[config.mk]
export PLATFORM = sky130hd
export DESIGN_NAME = hevc_escaped_start_code_repair_core
export DESIGN_NICKNAME = d
export VERILOG_FILES = /design/src/hdl/hescr_pkg.sv /design/src/hdl/hevc_escaped_start_code_repair_core.sv
export SDC_FILE = /design/constraint.sdc
export NUM_CORES = 1
export LEC_CHECK = 0
export ABC_AREA = 1
export ABC_CLOCK_PERIOD_IN_PS = 10100
export BUFFER_PORTS_ARGS = -buffer_cell sky130_fd_sc_hd__buf_2
export CAP_MARGIN = 10
export CORE_ASPECT_RATIO = 0.5
export CORE_MARGIN = 2
export CORE_UTILIZATION = 45
export DETAILED_ROUTE_END_ITERATION = 8
export GPL_ROUTABILITY_DRIVEN = 0
export HOLD_SLACK_MARGIN = 0.06
export REMOVE_ABC_BUFFERS = 1
export SYNTH_ARGS = -nofsm -noshare
export SYNTH_HDL_FRONTEND = slang
export SYNTH_SLANG_ARGS = --single-unit
export TNS_END_PERCENT = 30
[constraint.sdc]
create_clock -name clk -period 10.1 [get_ports clk]
set_clock_uncertainty 0.1 [all_clocks]
set_input_delay 2.02 -clock clk [delete_from_list [all_inputs] [get_ports clk]]
set_output_delay 2.02 -clock clk [all_outputs]
set_load 0.1 [all_outputs]
[src/hdl/hescr_pkg.sv]
`timescale 1ns / 1ps

package hescr_pkg;

	localparam int WIN_BYTES = 7;

	typedef logic [WIN_BYTES-1:0][7:0] win_t;

	localparam logic [2:0] WIN_DEPTH  = 3'd7;
	localparam logic [2:0] DECIDE_MIN = 3'd6;
	localparam logic [2:0] ESC_LONG   = 3'd5;
	localparam logic [2:0] ESC_SHORT  = 3'd4;
	localparam logic [2:0] ESC_NONE   = 3'd0;
	localparam logic [2:0] ESC_DROP   = 3'd2;

	localparam logic [7:0] BYTE_ZERO = 8'h00;
	localparam logic [7:0] BYTE_ONE  = 8'h01;
	localparam logic [7:0] BYTE_ESC  = 8'h03;

	localparam logic [7:0] HDR0_MASK    = 8'h81;
	localparam logic [7:0] LAYER_MASK   = 8'hf8;
	localparam logic [7:0] TID_MASK     = 8'h07;
	localparam logic [5:0] NAL_TYPE_MAX = 6'd40;

	localparam logic KIND_DATA   = 1'b0;
	localparam logic KIND_STATUS = 1'b1;

	localparam logic [1:0] ST_REPAIRED = 2'd0;
	localparam logic [1:0] ST_VALID    = 2'd1;
	localparam logic [1:0] ST_REJECTED = 2'd2;

	localparam int TDATA_W = 32;

	typedef enum logic [1:0] {
		MODE_DECIDING,
		MODE_REPAIR,
		MODE_VALID,
		MODE_REJECTED
	} mode_t;

	typedef enum logic [1:0] {
		PH_IDLE,
		PH_DRAIN,
		PH_FLUSH,
		PH_STATUS
	} phase_t;

	typedef struct packed {
		logic        kind;
		logic [7:0]  data;
		logic        last;
		logic [1:0]  status;
		logic [15:0] count;
	} result_t;

	function automatic logic plausible(input logic [7:0] b0, input logic [7:0] b1);
		return ((b0 & HDR0_MASK) == BYTE_ZERO) && ((b1 & LAYER_MASK) == BYTE_ZERO) &&
			((b1 & TID_MASK) != BYTE_ZERO) && (b0[6:1] <= NAL_TYPE_MAX);
	endfunction

	function automatic logic [2:0] esc_len(input win_t w, input logic [2:0] fill);
		logic [2:0] len;
		len = ESC_NONE;
		if (fill == WIN_DEPTH && w[0] == BYTE_ZERO && w[1] == BYTE_ZERO &&
			w[2] == BYTE_ESC && w[3] == BYTE_ZERO && w[4] == BYTE_ONE &&
			plausible(w[5], w[6])) begin
			len = ESC_LONG;
		end else if (fill >= DECIDE_MIN && w[0] == BYTE_ZERO && w[1] == BYTE_ZERO &&
			w[2] == BYTE_ESC && w[3] == BYTE_ONE && plausible(w[4], w[5])) begin
			len = ESC_SHORT;
		end
		return len;
	endfunction

endpackage

[src/hdl/hevc_escaped_start_code_repair_core.sv]
`timescale 1ns / 1ps

// Repairs escaped start codes in one encoded buffer, one byte per beat, with tlast on the
// final byte. A seven-byte window decides the mode at the buffer start: a buffer that
// already starts with a start code passes unchanged (status 1), one that starts with an
// escaped prefix followed by a plausible NAL header is repaired (status 0), anything else
// or a buffer under six bytes passes unchanged (status 2). In repair mode each escaped
// prefix loses its 03 byte. After the last byte the window drains and one status beat
// (tuser high, tlast high) closes the buffer with the saturating repair count. Throughput
// is one byte per cycle in steady flow, set by the single window step between the input
// and the two-entry result buffer. The input stalls while a buffer that is not repaired
// flushes its window, after each repair while the skipped bytes drain, for the window
// drain after the last byte and for the status beat.
module hevc_escaped_start_code_repair_core #(
	parameter int COUNT_WIDTH = 16
) (
	input  logic        clk,
	input  logic        arst_n,
	input  logic        s_tvalid,
	output logic        s_tready,
	input  logic [7:0]  s_tdata,   // [7:0] in_byte
	input  logic        s_tlast,
	output logic        m_tvalid,
	input  logic        m_tready,
	output logic [31:0] m_tdata,   // [7:0] out_byte, [9:8] status, [25:10] repair_count
	output logic        m_tlast,
	output logic [0:0]  m_tuser    // [0] out_kind
);

	import hescr_pkg::*;

	phase_t                 phase_q, phase_d;
	mode_t                  mode_q, mode_d, amode;
	win_t                   win_q, win_d, aw;
	logic [2:0]             fill_q, fill_d, afill;
	logic [1:0]             skip_q, skip_d;
	logic [COUNT_WIDTH-1:0] rep_q, rep_d;
	logic                   last_q, last_d, alast;
	logic [2:0]             elen;
	logic                   run_drain;
	logic                   take;
	logic                   room;
	logic                   push;
	logic                   pop;
	result_t                push_item;
	result_t                head;
	result_t                buf_q [2];
	logic                   wptr_q, rptr_q;
	logic [1:0]             cnt_q;
	logic [COUNT_WIDTH+15:0] rep_ext;
	logic [1:0]             st_code;

	assign room     = cnt_q != 2'd2;
	assign s_tready = (phase_q == PH_IDLE) && room;
	assign take     = s_tvalid && s_tready;
	assign m_tvalid = cnt_q != 2'd0;
	assign pop      = m_tvalid && m_tready;
	assign head     = buf_q[rptr_q];
	assign m_tdata  = {6'd0, head.count, head.status, head.data};
	assign m_tlast  = head.last;
	assign m_tuser  = head.kind;
	assign rep_ext  = {16'd0, rep_q};
	assign elen     = esc_len(aw, afill);

	always_comb begin
		case (mode_q)
			MODE_REPAIR: st_code = ST_REPAIRED;
			MODE_VALID:  st_code = ST_VALID;
			default:     st_code = ST_REJECTED;
		endcase
	end

	always_comb begin
		phase_d   = phase_q;
		mode_d    = mode_q;
		win_d     = win_q;
		fill_d    = fill_q;
		skip_d    = skip_q;
		rep_d     = rep_q;
		last_d    = last_q;
		aw        = win_q;
		afill     = fill_q;
		amode     = mode_q;
		alast     = last_q;
		run_drain = 1'b0;
		push      = 1'b0;
		push_item = '0;

		case (phase_q)
			PH_IDLE: begin
				if (take) begin
					alast  = s_tlast;
					last_d = s_tlast;
					if (mode_q == MODE_VALID || mode_q == MODE_REJECTED) begin
						push           = 1'b1;
						push_item.kind = KIND_DATA;
						push_item.data = s_tdata;
					end else if (fill_q < WIN_DEPTH) begin
						aw[fill_q] = s_tdata;
						afill      = fill_q + 3'd1;
					end
					if (mode_q == MODE_DECIDING && (afill == WIN_DEPTH || s_tlast)) begin
						if (afill < DECIDE_MIN)
							amode = MODE_REJECTED;
						else if (aw[0] == BYTE_ZERO && aw[1] == BYTE_ZERO &&
							(aw[2] == BYTE_ONE || (aw[2] == BYTE_ZERO && aw[3] == BYTE_ONE)))
							amode = MODE_VALID;
						else if (elen != ESC_NONE)
							amode = MODE_REPAIR;
						else
							amode = MODE_REJECTED;
					end
					mode_d = amode;
					if (amode == MODE_REPAIR) begin
						run_drain = 1'b1;
					end else if (amode == MODE_DECIDING) begin
						win_d  = aw;
						fill_d = afill;
					end else if (mode_q == MODE_DECIDING) begin
						win_d   = aw;
						fill_d  = afill;
						phase_d = PH_FLUSH;
					end else if (s_tlast) begin
						phase_d = PH_STATUS;
					end
				end
			end
			PH_DRAIN: begin
				if (room)
					run_drain = 1'b1;
			end
			PH_FLUSH: begin
				if (room) begin
					push           = 1'b1;
					push_item.kind = KIND_DATA;
					push_item.data = win_q[0];
					win_d          = {BYTE_ZERO, win_q[6:1]};
					fill_d         = fill_q - 3'd1;
					if (fill_q == 3'd1)
						phase_d = last_q ? PH_STATUS : PH_IDLE;
				end
			end
			PH_STATUS: begin
				if (room) begin
					push             = 1'b1;
					push_item.kind   = KIND_STATUS;
					push_item.last   = 1'b1;
					push_item.status = st_code;
					push_item.count  = (mode_q == MODE_REPAIR) ? rep_ext[15:0] : 16'd0;
					win_d            = '0;
					fill_d           = 3'd0;
					mode_d           = MODE_DECIDING;
					skip_d           = 2'd0;
					rep_d            = '0;
					last_d           = 1'b0;
					phase_d          = PH_IDLE;
				end
			end
			default: phase_d = PH_IDLE;
		endcase

		if (run_drain) begin
			win_d  = aw;
			fill_d = afill;
			if (afill != 3'd0 && (skip_q != 2'd0 || alast || afill == WIN_DEPTH)) begin
				push           = 1'b1;
				push_item.kind = KIND_DATA;
				push_item.data = aw[0];
				if (skip_q == 2'd0 && elen != ESC_NONE) begin
					win_d  = {BYTE_ZERO, BYTE_ZERO, aw[6:3], aw[1]};
					fill_d = afill - 3'd2;
					skip_d = 2'(elen - ESC_DROP);
					if (rep_q != {COUNT_WIDTH{1'b1}})
						rep_d = rep_q + COUNT_WIDTH'(1);
				end else begin
					win_d  = {BYTE_ZERO, aw[6:1]};
					fill_d = afill - 3'd1;
					if (skip_q != 2'd0)
						skip_d = skip_q - 2'd1;
				end
			end
			if (fill_d != 3'd0 && (skip_d != 2'd0 || alast))
				phase_d = PH_DRAIN;
			else if (alast)
				phase_d = PH_STATUS;
			else
				phase_d = PH_IDLE;
		end
	end

	always_ff @(posedge clk or negedge arst_n) begin
		if (!arst_n)
			phase_q <= PH_IDLE;
		else
			phase_q <= phase_d;
	end

	always_ff @(posedge clk or negedge arst_n) begin
		if (!arst_n) begin
			mode_q <= MODE_DECIDING;
			win_q  <= '0;
			fill_q <= 3'd0;
			skip_q <= 2'd0;
			rep_q  <= '0;
			last_q <= 1'b0;
			wptr_q <= 1'b0;
			rptr_q <= 1'b0;
			cnt_q  <= 2'd0;
		end else begin
			mode_q <= mode_d;
			win_q  <= win_d;
			fill_q <= fill_d;
			skip_q <= skip_d;
			rep_q  <= rep_d;
			last_q <= last_d;
			if (push)
				wptr_q <= ~wptr_q;
			if (pop)
				rptr_q <= ~rptr_q;
			cnt_q <= cnt_q + {1'b0, push} - {1'b0, pop};
		end
	end

	always_ff @(posedge clk) begin
		if (push)
			buf_q[wptr_q] <= push_item;
	end

endmodule

==> results.md, run 1 <==
* Status: finished clean
* Final #Nets at 1681
* Htree depth at 4
* Worst min path class: flop to flop
* Antenna diode instance count at 0
* # setup viols final at 0
* Fmax at 0.1432 GHz
* Slew margin rel. at 0.2894
* First-pass GRT wire length at 56890 µm
* Clock root cell: clkbuf_16
* Unrepaired setup endpoints after global routing: false
* Initial Utilization at 0.4543
* Synth top area share at 0.1989
* Synth area leader: dfrtp_1
* Main area contributors after synthesis: dfrtp_1 20%, nand2_1 20%, edfxtp_1 16%, nand3_1 6.8%, nor2_1 5.7%
* Fin area at 0.01169 mm²
* Avg Cell Area, Syn at 6.523 µm²
* Antenna violation net count after detailed routing at 0
* Layout Area Growth over Synthesis at 7.989%
* Die height at 113.7 µm
* Final slew viol count at 0
* Total CTS buffers at 17
* Register area share after synthesis at 0.3543
* Ys Warns at 0
* Clk sinks at 142
* DRT iter0 DRCs at 1537
* Share of cells above drive strength 1 at 0.06907
* Post-Place Cell Area at 0.01113 mm²
* GRT Total Usage at 0.2856
* Crit Path Class: input port to flop
* Most frequent cells after synthesis: 569 x nand2_1, 165 x nor2_1, 162 x inv_1
* Final core occ at 0.4905
* CTS tree: done
* Filler cells at 2512
* Cells after synthesis at 1659
* Avg WL per Cell at 18.02 µm
* DR vias/cell at 5.759
* Synth Register Bits at 142
* Crit share post-route at 0.6913
* Mapped Area at 0.01082 mm²
* Die X at 223.3 µm
* Number of synthesized flops with an enable pin at 56
* Post-Route WL at 35680 µm
* CP startpoint kind: input port
* Remaining Overflow, GRT at 0
* Fraction of registers with async set/reset at 0.6056
* CP Capture Type: flop
* CTS clk-pin slew, worst paths at 0.06 ns
* Clock Tree Buf Depth at 2
* Full die area at 0.02538 mm²
* Row count at 40
* Worst EP required at 10.29 ns
* CTS resizes at 0
* Core area at 0.02382 mm²
* Max-Cap Viols at 0
* Drt pass-1 iters at 7
* Setup TNS at 0 ns
* # IOs at 49
* Worst EP arrival at 7.18 ns
* Largest net degree at the start of global routing at 75
* Ys flop type: dfrtp_1
* Worst-path fanout max at 73
* Period minus WS final at 6.982 ns
* Hpwl dp at 23680 µm
* Hold buffer count at cts at 0
* Fin. Hold Viols at 0
* Worst skew pair latency at 0.45 ns
* Via count at 11.40k
* Worst-Margin Slew at 1.066 ns
* Port Buffers at 42
* Yosys cell types at 39
* Most frequent cell after synthesis: nand2_1
* Initial antenna violation count at 0
* Drt drc at 0
* Vias in the first global route at 10.56k
* Setup bufs post-CTS at 0
## registers in the layout, summed over array words and instances (netlist names)
name,count
fill_q,3
win_q,56
wptr_q,1
skip_q,2
rptr_q,1
phase_q,2
last_q,1
buf_q,56
rep_q,16
mode_q,2
cnt_q,2
## through the flow
| stage | setup WS, ns | std cells | hold slack, ns |
|---|---|---|---|
| detailed placement | 2.787 | 1948 | 0.4020 |
| CTS | 3.250 | 1980 | 0.4148 |
| global route | 2.668 | 1980 | 0.4454 |
| finish | 3.118 | 1980 | 0.4123 |
| global placement | 3.013 | 1948 | 0.3970 |
| floorplan | 1.438 | 1573 | 0.3744 |
## worst max-delay path, stage by stage
cell and delay [ns]:
buf_2 0.07, inv_1 0.05, nor2_4 0.11, buf_4 0.66
o21ai_0 0.42, inv_1 0.17, ha_1 0.16, nand2_1 0.09
nor2_1 0.11, nand2_1 0.06, nor2_1 0.09, nand3_1 0.13
nand2_1 0.21, nand2_1 0.08, nand2_1 0.15, nand2_2 0.11
nand2_2 0.60, buf_4 0.49, nand2_1 0.61, clkinv_1 0.39
nand2_1 0.16, nand3_1 0.09, o21ai_0 0.07
## cell type report
class	instances	area [µm²]	area share
multi-input cells	1260	5916	0.5062
flip-flops and latches	142	3834	0.3281
inverters	171	641.9	0.05493
clock buffers	23	467.9	0.04004
well taps	315	394.1	0.03373
repair buffers	60	347.8	0.02976
clock inverters	9	85.08	0.007281
## kinds of logic (layout without fill, tap and decap cells)
family / count (synthesis) / count (layout) / synth area share
AO/OA/AOI/OAI: 252 / 252 / 0.1387
XOR/XNOR: 10 / 10 / 0.008094
adder cells (fa/ha/maj): 16 / 16 / 0.01850
buffers and inverters: 262 / 263 / 0.1020
flip-flops: 142 / 142 / 0.3543
other: 1 / 6 / 0.0003465
AND/OR/NAND/NOR: 976 / 976 / 0.3781
## per-layer routing
metal | track usage | up-vias | wire length (µm)
met5 | 0 | - | 0
met2 | 0.4473 | 566 | 15650
met1 | 0.3934 | 5313 | 16070
met3 | 0.06466 | 57 | 3317
met4 | 0.09644 | 0 | 646
li1 | - | 5466 | -
## cell usage in the layout (no fill, tap or decap), types with 6 or more instances in the layout
master,count
nand2_1,568
a31oi_1,49
and2_1,10
o31ai_1,7
o21ai_0,87
buf_2,41
xor2_1,7
nand3_1,148
edfxtp_1,56
nand2_2,6
dfrtp_1,86
conb_1,6
nand4_1,31
inv_1,162
o211ai_1,20
o21ai_1,7
nor2_2,6
buf_4,19
nor2_1,163
ha_1,16
o22ai_1,49
nor3_1,33
clkbuf_16,17
a21oi_1,16
a22oi_1,9
## path summary, 6_finish.rpt
check,startpoint,end,slack [ns],cells past startpoint
max,s_tvalid,rep_q[8]$_DFF_PN0_,3.12,23
min,rep_q[15]$_DFF_PN0_,rep_q[15]$_DFF_PN0_,0.41,2
max reg2reg,mode_q[0]$_DFFE_PN0P_,rep_q[8]$_DFF_PN0_,3.31,26
min reg2reg,rep_q[15]$_DFF_PN0_,rep_q[15]$_DFF_PN0_,0.41,2
max in group asynchronous,arst_n,rep_q[15]$_DFF_PN0_,7.24,2
min in group asynchronous,arst_n,win_q[48]$_DFFE_PN0P_,1.40,1
Power of run 1 is left out: the tool's default activity adds up to more than one toggle a clock period on the data nets, which glitch-free logic cannot reach.
==> inputs of run 2 (changes only) <==
ABC_AREA = 0   (was 1)
ABC_CLOCK_PERIOD_IN_PS = 6250   (was 10100)
clock period = 6.25 ns   (was 10.1 ns; I/O delays follow)
==> run 2 against run 1 <==
Effect of this change: design area down 0.54%; sequential cell count unchanged; wire length down 4.3%; critical path type is now flop to flop; highest routed layer unchanged.
==> results.md, run 2 <==
* Clk sinks at 142 (unchanged)
* Share of cells above drive strength 1 at 0.1488 (was 0.06907)
* Global-route track usage on met3 at 0.05393 (was 0.06466)
* Slew margin rel. at 0.2929 (was 0.2894)
* Remaining Overflow, GRT at 0 (unchanged)
* Worst-Margin Slew at 1.050 ns (was 1.066 ns)
* Synth Register Bits at 142 (unchanged)
* CTS tree: done (unchanged)
* Drt pass-1 iters at 7 (unchanged)
* Avg Cell Area, Syn at 8.331 µm² (was 6.523 µm²)
* Met2 Use GR at 0.4054 (was 0.4473)
* Initial Utilization at 0.4613 (was 0.4543)
* Setup bufs post-CTS at 0 (unchanged)
* Worst-path fanout max at 22 (was 73)
* Worst skew pair latency at 0.45 ns (about the same)
* Antenna diode instance count at 0 (unchanged)
* Main area contributors after synthesis: dfrtp_1 20%, edfxtp_1 16%, nand2_1 5.3%, mux2i_1 5.1%, mux2_2 5.1% (was dfrtp_1 20%, nand2_1 20%, edfxtp_1 16%, nand3_1 6.8%, nor2_1 5.7%)
* Fin area at 0.01162 mm² (was 0.01169 mm²)
* Simple-Gate Fraction of Synth Area at 0.2383 (was 0.3781)
* CP Capture Type: flop (unchanged)
* Synth top area share at 0.2034 (was 0.1989)
* Final #Nets at 1293 (was 1681)
* Ys Warns at 0 (unchanged)
* Total CTS buffers at 17 (unchanged)
* Synth Area in Compound Gates at 0.2178 (was 0.1387)
* Vias in the first global route at 9571 (was 10.56k)
* Worst EP arrival at 5.80 ns (was 7.18 ns)
* Most common cell after layout, fill and taps aside: nand2_1 (unchanged)
* Avg WL per Cell at 21.56 µm (was 18.02 µm)
* Full die area at 0.02483 mm² (was 0.02538 mm²)
* Status: finished clean (unchanged)
* Cells after synthesis at 1270 (was 1659)
* Unrepaired setup endpoints after global routing: false (unchanged)
* Initial antenna violation count at 0 (unchanged)
* M1 GR Usage at 0.4038 (was 0.3934)
* CTS resizes at 0 (unchanged)
* Worst min path class: flop to flop (unchanged)
* Htree depth at 4 (unchanged)
* Period minus WS final at 5.539 ns
* Final slew viol count at 0 (unchanged)
* Drt drc at 0 (unchanged)
* Yosys cell types at 78 (was 39)
* DRT iter0 DRCs at 1236 (was 1537)
* Clock Tree Buf Depth at 2 (unchanged)
* Fin. Hold Viols at 0 (unchanged)
* Final core occ at 0.5068 (was 0.4905)
* Most used cells in the layout excluding fill and tap cells: 149 x nand2_1, 140 x nor2_1, 85 x dfrtp_1 (was 568 x nand2_1, 163 x nor2_1, 162 x inv_1)
* Fmax at 0.1805 GHz
* GRT Total Usage at 0.2769 (was 0.2856)
* Die height at 112.4 µm (was 113.7 µm)
* Most frequent cell after synthesis: nand2_1 (unchanged)
* Port Buffers at 42 (unchanged)
* Worst EP required at 6.51 ns (was 10.29 ns)
* Clock root cell: clkbuf_16 (unchanged)
* Most frequent cells after synthesis: 149 x nand2_1, 141 x nor2_1, 86 x dfrtp_1 (was 569 x nand2_1, 165 x nor2_1, 162 x inv_1)
* Antenna violation net count after detailed routing at 0 (unchanged)
* GRT Max-Usage Layer: met2 (unchanged)
* First-pass GRT wire length at 54340 µm (was 56890 µm)
* DR vias/cell at 6.532 (was 5.759)
* CP startpoint kind: flop (was input port)
* Ys flop type: dfrtp_1 (unchanged)
* Post-Route WL at 34150 µm (was 35680 µm)
* # setup viols final at 0 (unchanged)
* Top flop regs: buf_q: 56 flops, win_q: 56 flops, rep_q: 16 flops (unchanged)
* Layout Area Growth over Synthesis at 9.862% (was 7.989%)
* Synth area leader: dfrtp_1 (unchanged)
* Setup TNS at 0 ns (unchanged)
* Mapped Area at 0.01058 mm² (was 0.01082 mm²)
* Hpwl dp at 22640 µm (was 23680 µm)
* Post-Place Cell Area at 0.01102 mm² (was 0.01113 mm²)
* Largest family of logic cells by synthesized area: simple AND/OR/NAND/NOR gates (unchanged)
* Hold buffer count at cts at 0 (unchanged)
* Fraction of registers with async set/reset at 0.6056 (unchanged)
* Row count at 39 (was 40)
* Post-Synth XOR/XNOR Area at 0.005795 (was 0.008093)
* Number of synthesized flops with an enable pin at 56 (unchanged)
* # IOs at 49 (unchanged)
* Mux contribution to synthesized area at 0.1022 (was 0)
* Crit Path Class: flop to flop (was input port to flop)
* Largest net degree at the start of global routing at 72 (was 75)
* Via count at 10.35k (was 11.40k)
* CTS clk-pin slew, worst paths at 0.08 ns (was 0.06 ns)
* Die X at 220.8 µm (was 223.3 µm)
* Synth Area in Adders at 0.01892 (was 0.01850)
* Max-Cap Viols at 0 (unchanged)
* Register area share after synthesis at 0.3623 (was 0.3543)
* Crit share post-route at 0.8863
* Core area at 0.02293 mm² (was 0.02382 mm²)
## run 2: worst max-delay path, cell delays in order (launching register included)
cell      delay [ns]
dfrtp_1         0.69
ha_1            0.24
nor3b_1         0.34
mux2_2          0.44
a21oi_1         0.49
inv_1           0.23
ha_1            0.25
a31oi_1         0.15
a22oi_1         0.14
a31oi_1         0.33
and4bb_1        0.34
nand3_2         0.17
and3_1          0.87
buf_4           0.42
a21oi_1         0.07
a21oi_1         0.17
## run 2: layout make-up
class                      count  area (µm²)
sequential                   142        3835
clock buffer                  17       425.4
inverter                      26       97.59
clock inverter                15       147.6
fill                        2179       11310
timing repair buffer          76       500.5
tap                          307       384.1
multi-input combinational   1001        6233
## run 2: path summary, 6_finish.rpt
kind	start	endpoint	slack [ns]	depth (start not counted)
max	fill_q[1]$_DFFE_PN0P_	win_q[35]$_DFFE_PN0P_	0.71	15
min	rep_q[6]$_DFF_PN0_	rep_q[6]$_DFF_PN0_	0.41	1
max reg2reg	fill_q[1]$_DFFE_PN0P_	win_q[35]$_DFFE_PN0P_	0.71	15
min reg2reg	rep_q[6]$_DFF_PN0_	rep_q[6]$_DFF_PN0_	0.41	1
max in group asynchronous	arst_n	mode_q[0]$_DFFE_PN0P_	4.26	2
min in group asynchronous	arst_n	win_q[31]$_DFFE_PN0P_	0.70	1
## run 2: logic make-up after synthesis
logic type | Yosys count
and+or+nand+nor | 520
other | 1
xor gates and xnor gates | 7
DFF | 142
muxes | 102
buffers and inverters | 132
adders and majority gates | 16
AOI/OAI and AO/OA | 350
## run 2: layer usage
layer	wire, µm	share of wire
met5	0	0
met4	903	0.026
met3	3229	0.095
met2	14600	0.43
met1	15420	0.45
## run 2: stage by stage
stage / worst slack, ns / hold WS [ns] / instances
2_1_floorplan: -1.180 / 0.3506 / 1169
3_5_place_dp: 0.7981 / 0.3842 / 1551
6_report: 0.7108 / 0.4073 / 1584
4_1_cts: 0.8311 / 0.3956 / 1583
5_1_grt: 0.3614 / 0.4192 / 1584
3_3_place_gp: 0.9391 / 0.3758 / 1551
Power of run 2 is left out for the same reason.
